==> config.mk <==
export PLATFORM = sky130hd
export DESIGN_NAME = portamento_bend_ramp_generator_flat
export DESIGN_NICKNAME = d
export VERILOG_FILES = /design/src/rtl/core/pbrg_pkg.sv /design/src/rtl/core/pbrg_if.sv /design/src/rtl/core/portamento_bend_ramp_generator.sv /design/src/rtl/core/pbrg_mul.sv /design/src/rtl/core/pbrg_div.sv /design/src/flat_wrapper.sv
export SDC_FILE = /design/constraint.sdc
export NUM_CORES = 2
export LEC_CHECK = 0
export BUFFER_PORTS_ARGS = -buffer_cell sky130_fd_sc_hd__buf_4
export CORE_MARGIN = 4
export CORE_UTILIZATION = 40
export CTS_CLUSTER_SIZE = 20
export DETAILED_ROUTE_END_ITERATION = 16
export SYNTH_ARGS = -nofsm -noshare
export SYNTH_HDL_FRONTEND = slang
export SYNTH_SLANG_ARGS = --single-unit
==> constraint.sdc <==
create_clock -name clock -period 30.2 [get_ports clock]
set_input_delay 4.53 -clock clock [delete_from_list [all_inputs] [get_ports clock]]
set_output_delay 4.53 -clock clock [all_outputs]
set_load 0.01 [all_outputs]
==> src/rtl/core/pbrg_pkg.sv <==
// Shared widths, register indexes and types of the portamento bend ramp generator.
package pbrg_pkg;

   localparam int MAX_STEPS_DEF = 63;
   localparam int MIN_STEPS     = 2;

   localparam int BEAT_W     = 18;
   localparam int SPB_W      = 20;
   localparam int PITCH_W    = 7;
   localparam int WEIGHT_W   = 9;
   localparam int BSTEPS_W   = 6;
   localparam int TIME_W     = 31;
   localparam int BEND_W     = 14;
   localparam int CSR_IDX_W  = 1;
   localparam int CSR_DATA_W = 20;

   localparam logic [SPB_W-1:0]    SPB_RESET    = 20'd32768;
   localparam logic [BSTEPS_W-1:0] BSTEPS_RESET = 6'd16;

   localparam logic [CSR_IDX_W-1:0] CSR_SECONDS_PER_BEAT = 1'd0;
   localparam logic [CSR_IDX_W-1:0] CSR_BEND_STEPS       = 1'd1;

   localparam logic [BEND_W-1:0] BEND_CENTRE = 14'd8192;
   localparam logic [BEND_W-1:0] BEND_MAX    = 14'd16383;

   // Shared multiplier operands and product.
   localparam int MUL_W  = 22;
   localparam int PROD_W = 2 * MUL_W;

   // Shared divider: remainder width, quotient width and iteration counts.
   localparam int DIV_W       = 36;
   localparam int QUO_W       = 29;
   localparam int ITER_W      = 5;
   localparam int SPAN_SHIFT  = 28;
   localparam int BEND_SHIFT  = 13;
   localparam int OVF_SHIFT   = 14;
   localparam logic [ITER_W-1:0] SPAN_ITERS = 5'd29;
   localparam logic [ITER_W-1:0] BEND_ITERS = 5'd14;

   typedef struct packed {
      logic              start;
      logic [DIV_W-1:0]  dividend;
      logic [DIV_W-1:0]  divisor;
      logic [ITER_W-1:0] iters;
   } div_cmd_type;

   typedef struct packed {
      logic              busy;
      logic [QUO_W-1:0]  quotient;
      logic [DIV_W-1:0]  remainder;
   } div_res_type;

endpackage

==> src/rtl/core/pbrg_if.sv <==
// Valid/ready channel interfaces for slide requests and pitch-wheel responses.
interface pbrg_req_if;
   logic                          valid;
   logic                          ready;
   logic [pbrg_pkg::BEAT_W-1:0]   start_beat;
   logic [pbrg_pkg::BEAT_W-1:0]   end_beat;
   logic [pbrg_pkg::PITCH_W-1:0]  from_pitch;
   logic [pbrg_pkg::PITCH_W-1:0]  to_pitch;
   logic [pbrg_pkg::WEIGHT_W-1:0] curve_weight;

   modport source (output valid, start_beat, end_beat, from_pitch, to_pitch, curve_weight,
                   input ready);
   modport sink (input valid, start_beat, end_beat, from_pitch, to_pitch, curve_weight,
                 output ready);
endinterface

interface pbrg_rsp_if;
   logic                        valid;
   logic                        ready;
   logic [pbrg_pkg::TIME_W-1:0] event_time;
   logic [pbrg_pkg::BEND_W-1:0] bend_value;
   logic                        last_event;

   modport source (output valid, event_time, bend_value, last_event, input ready);
   modport sink (input valid, event_time, bend_value, last_event, output ready);
endinterface

==> src/rtl/core/portamento_bend_ramp_generator.sv <==
// Portamento bend ramp generator: expands each slide into a ramp of pitch-wheel events.
//
// The request channel takes one slide per beat: start and end position in beats, the
// from and to notes and a curve weight. For each slide the response channel delivers
// steps+1 beats, steps being bend_steps raised to at least two and capped at MAX_STEPS,
// each carrying a timestamp in 2^-16 s units and a 14-bit wheel position; last_event
// marks the final one. A slide taken while seconds_per_beat is zero yields no response at all.
// The CSR port writes seconds_per_beat (index 0) and bend_steps (index 1); write only
// while the block is idle.
// Sequence: set-up runs the multiplier states from the accepted beat and is dominated
// by the span division in the shared divider. Each event then passes through a start
// state, the shared divider for the bend quotient, a wait state that sees it finish
// and an emit state. The request side is not ready until the last event of the slide
// has been placed in the output register.
// A held-off response waits in the output register; the sequencer prepares the next event
// and then pauses in its emit state until the response is taken. Reset restores the
// register defaults, clears the sequencer and drops any response that was waiting.
module portamento_bend_ramp_generator #(
   parameter int MAX_STEPS = pbrg_pkg::MAX_STEPS_DEF
) (
   input  logic                               clock,
   input  logic                               reset,
   pbrg_req_if.sink                           req_bus,
   pbrg_rsp_if.source                         rsp_bus,
   input  logic                               csr_we,
   input  logic [pbrg_pkg::CSR_IDX_W-1:0]     csr_index,
   input  logic [pbrg_pkg::CSR_DATA_W-1:0]    csr_data
);
   import pbrg_pkg::*;

   localparam int STEP_W = $clog2(MAX_STEPS + 1);

   localparam logic [3:0] S_IDLE    = 4'd0;
   localparam logic [3:0] S_MUL_ST  = 4'd1;
   localparam logic [3:0] S_MUL_ET  = 4'd2;
   localparam logic [3:0] S_MUL_SQ  = 4'd3;
   localparam logic [3:0] S_MUL_A   = 4'd4;
   localparam logic [3:0] S_MUL_P   = 4'd5;
   localparam logic [3:0] S_MUL_DP  = 4'd6;
   localparam logic [3:0] S_MUL_DDP = 4'd7;
   localparam logic [3:0] S_MUL_END = 4'd8;
   localparam logic [3:0] S_SPAN    = 4'd9;
   localparam logic [3:0] S_BSTART  = 4'd10;
   localparam logic [3:0] S_BDIV    = 4'd11;
   localparam logic [3:0] S_EMIT    = 4'd12;

   logic [3:0]              state_ff, state_in;
   logic [SPB_W-1:0]        spb_ff, spb_in;
   logic [BSTEPS_W-1:0]     bsteps_ff, bsteps_in;

   logic [BEAT_W-1:0]       sb_ff, sb_in;
   logic [BEAT_W-1:0]       eb_ff, eb_in;
   logic signed [7:0]       delta_ff, delta_in;
   logic [WEIGHT_W-1:0]     w_ff, w_in;
   logic [STEP_W-1:0]       steps_ff, steps_in;
   logic [29:0]             st_ff, st_in;
   logic [29:0]             et_ff, et_in;
   logic [11:0]             sq_ff, sq_in;
   logic signed [16:0]      a_ff, a_in;
   logic signed [31:0]      p_ff, p_in;
   logic signed [31:0]      dp_ff, dp_in;
   logic signed [31:0]      ddp_ff, ddp_in;
   logic [QUO_W-1:0]        qstep_ff, qstep_in;
   logic [STEP_W-1:0]       rstep_ff, rstep_in;
   logic [29:0]             qacc_ff, qacc_in;
   logic [STEP_W-1:0]       racc_ff, racc_in;
   logic [STEP_W-1:0]       step_ff, step_in;
   logic                    neg_ff, neg_in;
   logic                    ovf_ff, ovf_in;

   logic                    rsp_valid_ff, rsp_valid_in;
   logic [TIME_W-1:0]       time_ff, time_in;
   logic [BEND_W-1:0]       bend_ff, bend_in;
   logic                    last_ff, last_in;

   logic signed [MUL_W-1:0]  mul_a, mul_b;
   logic signed [PROD_W-1:0] mul_prod;
   div_cmd_type             div_cmd;
   div_res_type             div_res;

   logic                    req_take;
   logic                    out_free;
   logic                    last_now;
   logic [STEP_W-1:0]       steps_sel;
   logic [29:0]             span;
   logic signed [9:0]       wm;
   logic signed [MUL_W-1:0] delta_x;
   logic signed [MUL_W-1:0] aw;
   logic [13:0]             sq3;
   logic [14:0]             dsor;
   logic signed [DIV_W-1:0] nval;
   logic [DIV_W-1:0]        mprime;
   logic [BEND_W-1:0]       qbend;
   logic [BEND_W-1:0]       bend_calc;
   logic [STEP_W:0]         rsum;

   pbrg_mul u_mul (
      .clock (clock),
      .mul_a (mul_a),
      .mul_b (mul_b),
      .prod  (mul_prod)
   );

   pbrg_div u_div (
      .clock (clock),
      .reset (reset),
      .cmd   (div_cmd),
      .res   (div_res)
   );

   assign req_bus.ready = (state_ff == S_IDLE);
   assign req_take      = req_bus.valid && req_bus.ready;
   assign out_free      = !rsp_valid_ff || rsp_bus.ready;
   assign last_now      = (step_ff == steps_ff);

   // Steps below two act as two; anything above the cap is held at the cap.
   always_comb begin
      if (bsteps_ff < BSTEPS_W'(MIN_STEPS)) begin
         steps_sel = STEP_W'(MIN_STEPS);
      end else if (bsteps_ff > BSTEPS_W'(MAX_STEPS)) begin
         steps_sel = STEP_W'(MAX_STEPS);
      end else begin
         steps_sel = STEP_W'(bsteps_ff);
      end
   end

   assign span    = (et_ff > st_ff) ? (et_ff - st_ff) : 30'd1;
   assign wm      = $signed(10'd256) - $signed({1'b0, w_ff});
   assign delta_x = MUL_W'(delta_ff);
   assign aw      = MUL_W'(a_ff) + $signed({13'b0, w_ff});

   // The bend numerator is 16*P + 3*steps^2 over the divisor 6*steps^2. A negative
   // numerator is divided as a floor, a ceiling on its magnitude taken as floor((~N + D)/D).
   assign sq3    = {1'b0, sq_ff, 1'b0} + {2'b0, sq_ff};
   assign dsor   = {sq3, 1'b0};
   assign nval   = $signed({p_ff, 4'b0}) + $signed({22'b0, sq3});
   assign mprime = nval[DIV_W-1] ? (~nval + DIV_W'(dsor)) : nval;
   assign qbend  = div_res.quotient[BEND_W-1:0];
   assign rsum   = {1'b0, racc_ff} + {1'b0, rstep_ff};

   always_comb begin
      if (!neg_ff) begin
         if (ovf_ff || qbend >= (BEND_CENTRE - 1'b1)) begin
            bend_calc = BEND_MAX;
         end else begin
            bend_calc = BEND_CENTRE + qbend;
         end
      end else begin
         if (ovf_ff || qbend >= BEND_CENTRE) begin
            bend_calc = '0;
         end else begin
            bend_calc = BEND_CENTRE - qbend;
         end
      end
   end

   always_comb begin
      mul_a = '0;
      mul_b = '0;
      case (state_ff)
         S_MUL_ST: begin
            mul_a = $signed({4'b0, sb_ff});
            mul_b = $signed({2'b0, spb_ff});
         end
         S_MUL_ET: begin
            mul_a = $signed({4'b0, eb_ff});
            mul_b = $signed({2'b0, spb_ff});
         end
         S_MUL_SQ: begin
            mul_a = $signed(MUL_W'(steps_ff));
            mul_b = $signed(MUL_W'(steps_ff));
         end
         S_MUL_A: begin
            mul_a = MUL_W'(wm);
            mul_b = $signed(MUL_W'(steps_ff));
         end
         S_MUL_P: begin
            mul_a = delta_x;
            mul_b = -$signed({2'b0, sq_ff, 8'b0});
         end
         S_MUL_DP: begin
            mul_a = delta_x;
            mul_b = aw;
         end
         S_MUL_DDP: begin
            mul_a = delta_x;
            mul_b = $signed({12'b0, w_ff, 1'b0});
         end
         default: begin
            mul_a = '0;
            mul_b = '0;
         end
      endcase
   end

   always_comb begin
      state_in     = state_ff;
      spb_in       = spb_ff;
      bsteps_in    = bsteps_ff;
      sb_in        = sb_ff;
      eb_in        = eb_ff;
      delta_in     = delta_ff;
      w_in         = w_ff;
      steps_in     = steps_ff;
      st_in        = st_ff;
      et_in        = et_ff;
      sq_in        = sq_ff;
      a_in         = a_ff;
      p_in         = p_ff;
      dp_in        = dp_ff;
      ddp_in       = ddp_ff;
      qstep_in     = qstep_ff;
      rstep_in     = rstep_ff;
      qacc_in      = qacc_ff;
      racc_in      = racc_ff;
      step_in      = step_ff;
      neg_in       = neg_ff;
      ovf_in       = ovf_ff;
      time_in      = time_ff;
      bend_in      = bend_ff;
      last_in      = last_ff;
      rsp_valid_in = rsp_bus.ready ? 1'b0 : rsp_valid_ff;
      div_cmd      = '0;

      if (csr_we) begin
         case (csr_index)
            CSR_SECONDS_PER_BEAT: spb_in    = csr_data[SPB_W-1:0];
            CSR_BEND_STEPS:       bsteps_in = csr_data[BSTEPS_W-1:0];
            default: begin
            end
         endcase
      end

      case (state_ff)
         S_IDLE: begin
            if (req_take) begin
               sb_in    = req_bus.start_beat;
               eb_in    = req_bus.end_beat;
               delta_in = $signed({1'b0, req_bus.to_pitch}) - $signed({1'b0, req_bus.from_pitch});
               w_in     = req_bus.curve_weight;
               steps_in = steps_sel;
               // With no tempo the slide is swallowed without a response.
               if (spb_ff != '0) begin
                  state_in = S_MUL_ST;
               end
            end
         end
         S_MUL_ST: begin
            state_in = S_MUL_ET;
         end
         S_MUL_ET: begin
            st_in    = mul_prod[37:8];
            state_in = S_MUL_SQ;
         end
         S_MUL_SQ: begin
            et_in    = mul_prod[37:8];
            state_in = S_MUL_A;
         end
         S_MUL_A: begin
            sq_in            = mul_prod[11:0];
            div_cmd.start    = 1'b1;
            div_cmd.dividend = DIV_W'(span);
            div_cmd.divisor  = DIV_W'(steps_ff) << SPAN_SHIFT;
            div_cmd.iters    = SPAN_ITERS;
            state_in         = S_MUL_P;
         end
         S_MUL_P: begin
            a_in     = $signed(mul_prod[16:0]);
            state_in = S_MUL_DP;
         end
         S_MUL_DP: begin
            p_in     = $signed(mul_prod[31:0]);
            state_in = S_MUL_DDP;
         end
         S_MUL_DDP: begin
            dp_in    = $signed(mul_prod[31:0]);
            state_in = S_MUL_END;
         end
         S_MUL_END: begin
            ddp_in   = $signed(mul_prod[31:0]);
            state_in = S_SPAN;
         end
         S_SPAN: begin
            if (!div_res.busy) begin
               qstep_in = div_res.quotient;
               rstep_in = div_res.remainder[STEP_W-1:0];
               qacc_in  = '0;
               racc_in  = '0;
               step_in  = '0;
               state_in = S_BSTART;
            end
         end
         S_BSTART: begin
            neg_in           = nval[DIV_W-1];
            ovf_in           = (mprime >= (DIV_W'(dsor) << OVF_SHIFT));
            div_cmd.start    = 1'b1;
            div_cmd.dividend = mprime;
            div_cmd.divisor  = DIV_W'(dsor) << BEND_SHIFT;
            div_cmd.iters    = BEND_ITERS;
            state_in         = S_BDIV;
         end
         S_BDIV: begin
            if (!div_res.busy) begin
               state_in = S_EMIT;
            end
         end
         S_EMIT: begin
            if (out_free) begin
               rsp_valid_in = 1'b1;
               time_in      = TIME_W'(st_ff) + TIME_W'(qacc_ff);
               bend_in      = bend_calc;
               last_in      = last_now;
               // Advance the time fraction span*s/steps and the bend polynomial by one step.
               p_in         = p_ff + dp_ff;
               dp_in        = dp_ff + ddp_ff;
               if (rsum >= {1'b0, steps_ff}) begin
                  racc_in = STEP_W'(rsum - {1'b0, steps_ff});
                  qacc_in = qacc_ff + 30'(qstep_ff) + 30'd1;
               end else begin
                  racc_in = STEP_W'(rsum);
                  qacc_in = qacc_ff + 30'(qstep_ff);
               end
               step_in  = step_ff + 1'b1;
               state_in = last_now ? S_IDLE : S_BSTART;
            end
         end
         default: begin
            state_in = S_IDLE;
         end
      endcase
   end

   always_ff @(posedge clock) begin
      if (reset) begin
         state_ff     <= S_IDLE;
         spb_ff       <= SPB_RESET;
         bsteps_ff    <= BSTEPS_RESET;
         rsp_valid_ff <= 1'b0;
         step_ff      <= '0;
      end else begin
         state_ff     <= state_in;
         spb_ff       <= spb_in;
         bsteps_ff    <= bsteps_in;
         rsp_valid_ff <= rsp_valid_in;
         step_ff      <= step_in;
      end
      sb_ff    <= sb_in;
      eb_ff    <= eb_in;
      delta_ff <= delta_in;
      w_ff     <= w_in;
      steps_ff <= steps_in;
      st_ff    <= st_in;
      et_ff    <= et_in;
      sq_ff    <= sq_in;
      a_ff     <= a_in;
      p_ff     <= p_in;
      dp_ff    <= dp_in;
      ddp_ff   <= ddp_in;
      qstep_ff <= qstep_in;
      rstep_ff <= rstep_in;
      qacc_ff  <= qacc_in;
      racc_ff  <= racc_in;
      neg_ff   <= neg_in;
      ovf_ff   <= ovf_in;
      time_ff  <= time_in;
      bend_ff  <= bend_in;
      last_ff  <= last_in;
   end

   assign rsp_bus.valid      = rsp_valid_ff;
   assign rsp_bus.event_time = time_ff;
   assign rsp_bus.bend_value = bend_ff;
   assign rsp_bus.last_event = last_ff;

   // The divider is only ever started when it has finished its previous job.
   a_div_idle_on_start: assert property (@(posedge clock) disable iff (reset)
      div_cmd.start |-> !div_res.busy)
      else $error("divider started while busy");

   // A new slide is only taken once the shared divider has gone quiet.
   a_div_idle_on_ready: assert property (@(posedge clock) disable iff (reset)
      req_bus.ready |-> !div_res.busy)
      else $error("request side ready with divider still busy");

   a_step_in_range: assert property (@(posedge clock) disable iff (reset)
      (state_ff != S_IDLE && state_ff != S_MUL_ST) |-> (step_ff <= steps_ff || state_ff < S_BSTART))
      else $error("step index ran past the ramp length");

   // The ramp always ends exactly on the target note.
   a_last_centred: assert property (@(posedge clock) disable iff (reset)
      (rsp_bus.valid && rsp_bus.last_event) |-> (rsp_bus.bend_value == BEND_CENTRE))
      else $error("final event of a ramp is not centred");

   a_last_returns_idle: assert property (@(posedge clock) disable iff (reset)
      (state_ff == S_EMIT && out_free && last_now)
         |=> (state_ff == S_IDLE && rsp_bus.valid && rsp_bus.last_event))
      else $error("sequencer did not finish the slide on its last event");

endmodule

==> src/rtl/core/pbrg_mul.sv <==
// Shared signed multiplier with a registered product.
module pbrg_mul (
   input  logic                                clock,
   input  logic signed [pbrg_pkg::MUL_W-1:0]   mul_a,
   input  logic signed [pbrg_pkg::MUL_W-1:0]   mul_b,
   output logic signed [pbrg_pkg::PROD_W-1:0]  prod
);
   import pbrg_pkg::*;

   logic signed [PROD_W-1:0] prod_ff;
   logic signed [PROD_W-1:0] prod_in;

   assign prod_in = mul_a * mul_b;
   assign prod    = prod_ff;

   always_ff @(posedge clock) begin
      prod_ff <= prod_in;
   end

endmodule

==> src/rtl/core/pbrg_div.sv <==
// Restoring divider, one quotient bit a cycle, with a pre-shifted divisor.
module pbrg_div (
   input  logic                  clock,
   input  logic                  reset,
   input  pbrg_pkg::div_cmd_type cmd,
   output pbrg_pkg::div_res_type res
);
   import pbrg_pkg::*;

   logic [DIV_W-1:0]  rem_ff, rem_in;
   logic [DIV_W-1:0]  dvs_ff, dvs_in;
   logic [QUO_W-1:0]  quo_ff, quo_in;
   logic [ITER_W-1:0] cnt_ff, cnt_in;
   logic              busy_ff, busy_in;
   logic              take;

   assign take = (rem_ff >= dvs_ff);

   always_comb begin
      rem_in  = rem_ff;
      dvs_in  = dvs_ff;
      quo_in  = quo_ff;
      cnt_in  = cnt_ff;
      busy_in = busy_ff;
      if (cmd.start) begin
         rem_in  = cmd.dividend;
         dvs_in  = cmd.divisor;
         quo_in  = '0;
         cnt_in  = cmd.iters;
         busy_in = 1'b1;
      end else if (busy_ff) begin
         if (take) begin
            rem_in = rem_ff - dvs_ff;
         end
         quo_in  = {quo_ff[QUO_W-2:0], take};
         dvs_in  = dvs_ff >> 1;
         cnt_in  = cnt_ff - 1'b1;
         busy_in = (cnt_ff != ITER_W'(1));
      end
   end

   always_ff @(posedge clock) begin
      if (reset) begin
         busy_ff <= 1'b0;
      end else begin
         busy_ff <= busy_in;
      end
      rem_ff <= rem_in;
      dvs_ff <= dvs_in;
      quo_ff <= quo_in;
      cnt_ff <= cnt_in;
   end

   assign res.busy      = busy_ff;
   assign res.quotient  = quo_ff;
   assign res.remainder = rem_ff;

endmodule

==> src/flat_wrapper.sv <==
// flat-port wrapper written by rule: the top's interface ports become plain ports
module portamento_bend_ramp_generator_flat import pbrg_pkg::*;
#(
   parameter int MAX_STEPS = pbrg_pkg::MAX_STEPS_DEF
)
  (clock, reset, csr_we, csr_index, csr_data, req_bus_valid, req_bus_start_beat, req_bus_end_beat, req_bus_from_pitch, req_bus_to_pitch, req_bus_curve_weight, req_bus_ready, rsp_bus_valid, rsp_bus_event_time, rsp_bus_bend_value, rsp_bus_last_event, rsp_bus_ready);
  pbrg_req_if req_bus_i ();
  pbrg_rsp_if rsp_bus_i ();
  input  logic clock;
  input  logic reset;
  input  logic csr_we;
  input  logic [pbrg_pkg::CSR_IDX_W-1:0] csr_index;
  input  logic [pbrg_pkg::CSR_DATA_W-1:0] csr_data;
  input wire logic [$bits(req_bus_i.valid)-1:0] req_bus_valid;
  input wire logic [$bits(req_bus_i.start_beat)-1:0] req_bus_start_beat;
  input wire logic [$bits(req_bus_i.end_beat)-1:0] req_bus_end_beat;
  input wire logic [$bits(req_bus_i.from_pitch)-1:0] req_bus_from_pitch;
  input wire logic [$bits(req_bus_i.to_pitch)-1:0] req_bus_to_pitch;
  input wire logic [$bits(req_bus_i.curve_weight)-1:0] req_bus_curve_weight;
  output wire logic [$bits(req_bus_i.ready)-1:0] req_bus_ready;
  output wire logic [$bits(rsp_bus_i.valid)-1:0] rsp_bus_valid;
  output wire logic [$bits(rsp_bus_i.event_time)-1:0] rsp_bus_event_time;
  output wire logic [$bits(rsp_bus_i.bend_value)-1:0] rsp_bus_bend_value;
  output wire logic [$bits(rsp_bus_i.last_event)-1:0] rsp_bus_last_event;
  input wire logic [$bits(rsp_bus_i.ready)-1:0] rsp_bus_ready;
  assign req_bus_i.valid = req_bus_valid;
  assign req_bus_i.start_beat = req_bus_start_beat;
  assign req_bus_i.end_beat = req_bus_end_beat;
  assign req_bus_i.from_pitch = req_bus_from_pitch;
  assign req_bus_i.to_pitch = req_bus_to_pitch;
  assign req_bus_i.curve_weight = req_bus_curve_weight;
  assign req_bus_ready = req_bus_i.ready;
  assign rsp_bus_valid = rsp_bus_i.valid;
  assign rsp_bus_event_time = rsp_bus_i.event_time;
  assign rsp_bus_bend_value = rsp_bus_i.bend_value;
  assign rsp_bus_last_event = rsp_bus_i.last_event;
  assign rsp_bus_i.ready = rsp_bus_ready;
  portamento_bend_ramp_generator #(.MAX_STEPS(MAX_STEPS)) u_core (.clock(clock), .reset(reset), .req_bus(req_bus_i), .rsp_bus(rsp_bus_i), .csr_we(csr_we), .csr_index(csr_index), .csr_data(csr_data));
endmodule
== After elaboration in Yosys (flattened, before gate mapping) ==
Index checks and enable logic that the tools add are counted.
W data, S select, Z words.

* Bits in registers: 545
* Bits in latches: 0
* Memory bits (writable): 0
* Memory bits (read-only): 0
* Input bits: 85
* Output and inout bits: 48
* Memories: 0

* $add $sub $neg: 20
* Multiply operators: 1
* Divide/modulo/power cells: 0
* $lt $le $gt $ge: 8
* Equality and inequality tests: 19
* Shift-type cells: 0
* Muxes and demuxes: 42
* Bitwise gates (word level): 3
* Reduce and logical (&&, ||, !) cells: 26

{| class="wikitable"
|+ Operators by type and width
! operator !! count
|-
| $pmux W22 S5 || 2
|-
| $mux W36 || 6
|-
| $pmux W78 S2 || 1
|-
| $pmux W32 S2 || 2
|-
| $mux W30 || 4
|-
| $add A36 B15 Y36 || 2
|-
| $add A32 B32 Y32 || 2
|-
| $mux W32 || 2
|-
| $pmux W30 S2 || 1
|-
| $pmux W4 S13 || 1
|-
| $mux W14 || 3
|-
| $mul A22 B22 Y38 || 1
|-
| $ge A36 B29 Y1 || 1
|-
| $ge A36 B36 Y1 || 1
|-
| $not A36 Y36 || 1
|-
| $sub A36 B36 Y36 || 1
|-
| $add A30 B30 Y31 || 1
|-
| $add A30 B1 Y30 const B || 1
|-
| $add A30 B29 Y30 || 1
|-
| $gt A30 B30 Y1 || 1
|-
| $mux W6 || 5
|-
| $sub A30 B30 Y30 || 1
|-
| $mux W4 || 6
|-
| $pmux W6 S2 || 2
|-
| other kinds (38) || 70
|}

== Depth between registers and ports, before layout ==
* Depth in word-level cells: 8
* Depth in mapped cells: 39

== By module ==
Synthesis repeated with hierarchy kept, for this count alone.

* Cells, all modules: 5585
* Area, all modules: 53212.3 µm²

{| class="wikitable"
|+ Modules (own cells, without submodules)
! module !! times used !! cells each !! area each (µm²)
|-
| portamento_bend_ramp_generator || 1 || 2872 || 27954.3
|-
| pbrg_mul || 1 || 2037 || 18924.4
|-
| pbrg_div || 1 || 676 || 6333.6
|}

== Worst setup path before layout ==
OpenSTA, ideal clock, no wires.

* Path type: register to register
* Start: register u_core.state_ff[0]
* End: register u_core.u_mul.prod_ff[27], in the netlist u_core.u_mul.prod[27]
* Arrival: 10591 ps
* Slack: 19483 ps
* Cell stages (with the launch flop): 33
* Buffers on the path: 3
* Path through: dfxtp_1 clkbuf_1 nand2_1 nor3_1 or2_2 clkbuf_1 a222oi_1 o21ai_1 clkbuf_1 nand2_1 fa_1 inv_1 fa_1 inv_1 fa_1 fa_1 fa_1 inv_1 fa_1 inv_1 fa_1 inv_1 ha_1 and4_1 a21oi_1 o21ai_0 a2111oi_0 nor3_1 a41o_1 or4_1 a31oi_1 o21ai_0 xor2_1

* Cells in the longest elaborated chain, start to end: 4
* Elaborated cells on any way between the ends: 13
* Classes of those cells: mul (1); eq/ne (7); mux (2); reduce/logical (3)

{| class="wikitable"
|+ RTL lines
! item !! RTL line !! source
|-
| from (decl) || portamento_bend_ramp_generator.sv:47 || <nowiki>logic [3:0] state_ff, state_in;</nowiki>
|-
| from (signal assigned) || portamento_bend_ramp_generator.sv:341 || <nowiki>state_ff <= state_in;</nowiki>
|-
| $eq A4 B3 Y1 (tied with other cells) || portamento_bend_ramp_generator.sv:160 || <nowiki>case (state_ff)</nowiki>
|-
| $reduce_or A3 Y1 (no source line) or $reduce_or A2 Y1 (tied branches) || n/a ||
|-
| $pmux W22 S5 || portamento_bend_ramp_generator.sv:160 ||
|-
| $mul A22 B22 Y38 * || pbrg_mul.sv:13 || <nowiki>assign prod_in = mul_a * mul_b;</nowiki>
|-
| named net u_core.u_mul.prod_in[27] || pbrg_mul.sv:11 || <nowiki>logic signed [PROD_W-1:0] prod_in;</nowiki>
|-
| to (signal assigned) || pbrg_mul.sv:17 || <nowiki>prod_ff <= prod_in;</nowiki>
|-
| to (decl) || pbrg_mul.sv:10 || <nowiki>logic signed [PROD_W-1:0] prod_ff;</nowiki>
|}

Mark *: on every way through the listed nets, which the timed path passes. The rest lies on a longest branch.
A chain may end at the register's enable or synchronous reset.

== Final worst setup path ==
* Start: register u_core.w_ff[0]
* End: register u_core.u_mul.prod_ff[36], in the netlist u_core.u_mul.prod[36]

* Cells in the longest elaborated chain, start to end: 3
* Elaborated cells on any way between the ends: 5
* Classes of those cells: add/sub (2); mul (1); mux (2)

{| class="wikitable"
|+ RTL lines
! item !! RTL line !! source
|-
| from (decl) || portamento_bend_ramp_generator.sv:54 || <nowiki>logic [WEIGHT_W-1:0] w_ff, w_in;</nowiki>
|-
| from (signal assigned) || portamento_bend_ramp_generator.sv:350 || <nowiki>w_ff <= w_in;</nowiki>
|-
| $add A17 B10 Y18 or $sub A9 B9 Y10 (tied branches) || portamento_bend_ramp_generator.sv:130, portamento_bend_ramp_generator.sv:128 ||
|-
| $pmux W22 S5 || portamento_bend_ramp_generator.sv:160 ||
|-
| $mul A22 B22 Y38 * || pbrg_mul.sv:13 ||
|-
| named net u_core.u_mul.prod_in[36] || pbrg_mul.sv:11 ||
|}

Marks and branches as above.

==> impl_metrics.toml <==
[final_layout]
layout.nets = 6041
drive_above_1_share_pct = 7.20
design_area_um2 = 53900
area_growth_pct = 11.4
fill_cells = 11500

[detailed_routing]
drc_errors = 0
wl_per_cell_um = 20.8
num_vias = 37100
dr.pass1.iters = 6
drt_first_iter_violations = 3245
wl_um = 141000
viasPerCell = 5.45
final_antenna_net_count = 0

[global_routing]
busiest_layer = "met2"
grt_max_degree = 95
grt_use_met2_pct = 35.8
grt_overflow_total = 0
grt_use_total_pct = 22.3
first_global_vias = 37000
grt_pass1_wl_um = 218000
antenna_found_initial = 1
grt.met1_usage_pct = 30.9
gr-usage-met3_pct = 3.43

[clock_tree]
cts_resized = 0
cts.sinks = 543
cts_hold_buf = 0
numCtsBuffers = 69
clockBufferDepth = 3
cts_setup_buffers = 0
insertion_delay_ns = 0.68
cts-root-buf = "clkbuf_16"
cts_tree = "built"
htree_levels = 3
path_clk_slew_ns = 0.06

[worst_setup_path]
rr_startpoint = "u_core.w_ff[0]"
required_ns = 30.72
worstPathMaxFanout = 11
reg2reg_depth = 36
slowest_delay_ns = 0.56
critPathLaunchType = "flip-flop"
end_kind = "flip-flop"
startpoint = "u_core.w_ff[0]"
critPathKind = "reg -> reg"
path_common_cell = "fa_1"
cp_slowest_cell = "fa_1"
cp_data_arrival_time_ns = 10.81

[timing]
final.setup.tns_ns = 0
fin_crit_sh_pct = 34.1
rsz0062_at_grt = "false"
hold_violations = 0
worstMarginPinSlew_ns = 1.20
max_slew_margin_pct = 20.3
drv_slew = 0
fin_worst_skew_ns = 0.0478
min_period_ns = 10.28
fmax_mhz = 97.2
setup_viol = 0

[logic_synthesis]
ys_async_sr_fraction_pct = 0
syn_nets = 5920
syn_avg_cell_area_um2 = 9.67
netlist_area_um2 = 48400
ys_warn_count = 0
synth_ff_type = "edfxtp_1"
synthCells = 5005
synth_edf_count = 438
synth.distinct_cells = 81
synth-seq-area-share_pct = 31.5
synth_seq_cells = 543

[placed_design]
gp_congestion = 0.940
dp_hpwl_um = 112000
placed_cell_area_um2 = 51400
numPortBuffers = 132

[floorplanning]
io_pins = 133
die_w_um = 356
die_h_um = 356
die_area_um2 = 127000
rows = 127
core_um2 = 120000
initial_core_util_pct = 40.3

[min_path]
hp-start = "u_core.u_div.quo_ff[28]"
hold_class = "reg -> reg"
hold_path_depth = 0

[power_and_ir_drop]
power.density_nw_per_um2 = 40.9
p_leak_nw = 24.0
peakVddDrop_v = 0.0000496
p_total_w = 0.00220

[run]
maxCapViolCount = 0

[run_status]
outcome = "finished, final reports clean"
[cell usage after synthesis, drive strengths merged (46+ instances only)]
master  number  area, um2
nor2       361       1360
nand3       93        465
nor3        55        275
a21o       117        878
nand2b      50        313
nand2      549       2060
o21a        49        368
fa         427       8550
edfxtp     438      13200
inv        714       2680
xor2       130       1140
clkbuf     132        497
o21ai      243       1220
dfxtp      105       2100
and2        52        327
a22oi       46        345
a21oi      237       1190
ha         403       5040
xnor2      223       1950
[worst paths after layout]
check	end	slack [ns]
setup reg to reg	u_core.u_mul.prod[36]	19.92
hold reg to reg	u_core.qstep_ff[28]	0.43
hold / removal	u_core.qstep_ff[28]	0.43
setup / recovery	u_core.u_mul.prod[36]	19.92
[layout make-up]
class	count	area (um2)	area share (%)
Tap cell	1612	2020	3.74
Sequential cell	543	15300	28.3
Timing Repair Buffer	188	1410	2.61
Inverter	715	2680	4.98
Clock inverter	42	652	1.21
Clock buffer	86	1860	3.45
Antenna cell	1	2.50	0.00464
Multi-Input combinational cell	3609	30000	55.7
[layer usage]
| metal | share of wire, % | vias up |
|---|---|---|
| met4 | 3.5 | 0 |
| li1 | - | 17300 |
| met1 | 44 | 18300 |
| met5 | 0 | - |
| met3 | 6.8 | 252 |
| met2 | 45 | 1233 |
[through the flow]
stage	hold slack (ns)	setup WS (ns)	utilization, %	cells
floorplan	0.404	19.48	-	5005
global placement	0.416	20.16	42.9	6666
detailed placement	0.417	20.00	42.9	6666
CTS	0.437	19.95	44.9	6794
global route	0.447	19.36	44.9	6795
finish	0.433	19.92	45.0	6796
[cells in the final DEF, fill, tap and decap left out, types with 92 or more instances in the layout]
cell,count
ha_1,403
dfxtp_1,104
buf_4,187
xor2_1,129
nand2_1,548
nor2_1,358
nand3_1,92
a21oi_1,237
edfxtp_1,438
fa_1,427
inv_1,710
xnor2_1,223
o21ai_0,224
a21o_1,117
[state kept, by name, summed over array words and instances, names as in the netlist, 12 cells and up]
signal                     count
u_core.u_mul.prod             38
u_core.u_div.rem_ff           36
u_core.u_div.dvs_ff           34
u_core.ddp_ff                 32
u_core.dp_ff                  32
u_core.p_ff                   32
u_core.rsp_bus.event_time     31
u_core.et_ff                  30
u_core.qacc_ff                30
u_core.st_ff                  30
u_core.qstep_ff               29
u_core.u_div.quo_ff           29
u_core.spb_ff                 20
u_core.eb_ff                  18
u_core.sb_ff                  18
u_core.a_ff                   17
u_core.rsp_bus.bend_value     14
u_core.sq_ff                  12
[kinds of logic after synthesis]
logic type | Yosys count | share of synthesized area (%)
compound gates | 999 | 13.5
xor+xnor | 353 | 6.39
fa+ha+maj | 830 | 28.1
buf+inv | 853 | 6.62
flops | 543 | 31.5
mux | 37 | 0.773
simple gates | 1390 | 13.1
[critical path: cells and delay by family (launching register included)]
family	cells	cell delay (ns)
adder cells (fa/ha/maj)	10	4.72
buffers and inverters	6	0.29
XOR/XNOR	2	0.40
AND/OR/NAND/NOR	2	0.32
AO/OA/AOI/OAI	16	3.92
flip-flops	1	0.46
[report_power, final]
group	total [W]	switching, W	leakage, nW	internal, W
logic	0.000393	0.000254	17.8	0.000139
registers	0.000911	0.0000525	5.03	0.000859
clock network	0.000899	0.000362	1.21	0.000537
No activity file was read; power rests on OpenSTA's default activity.
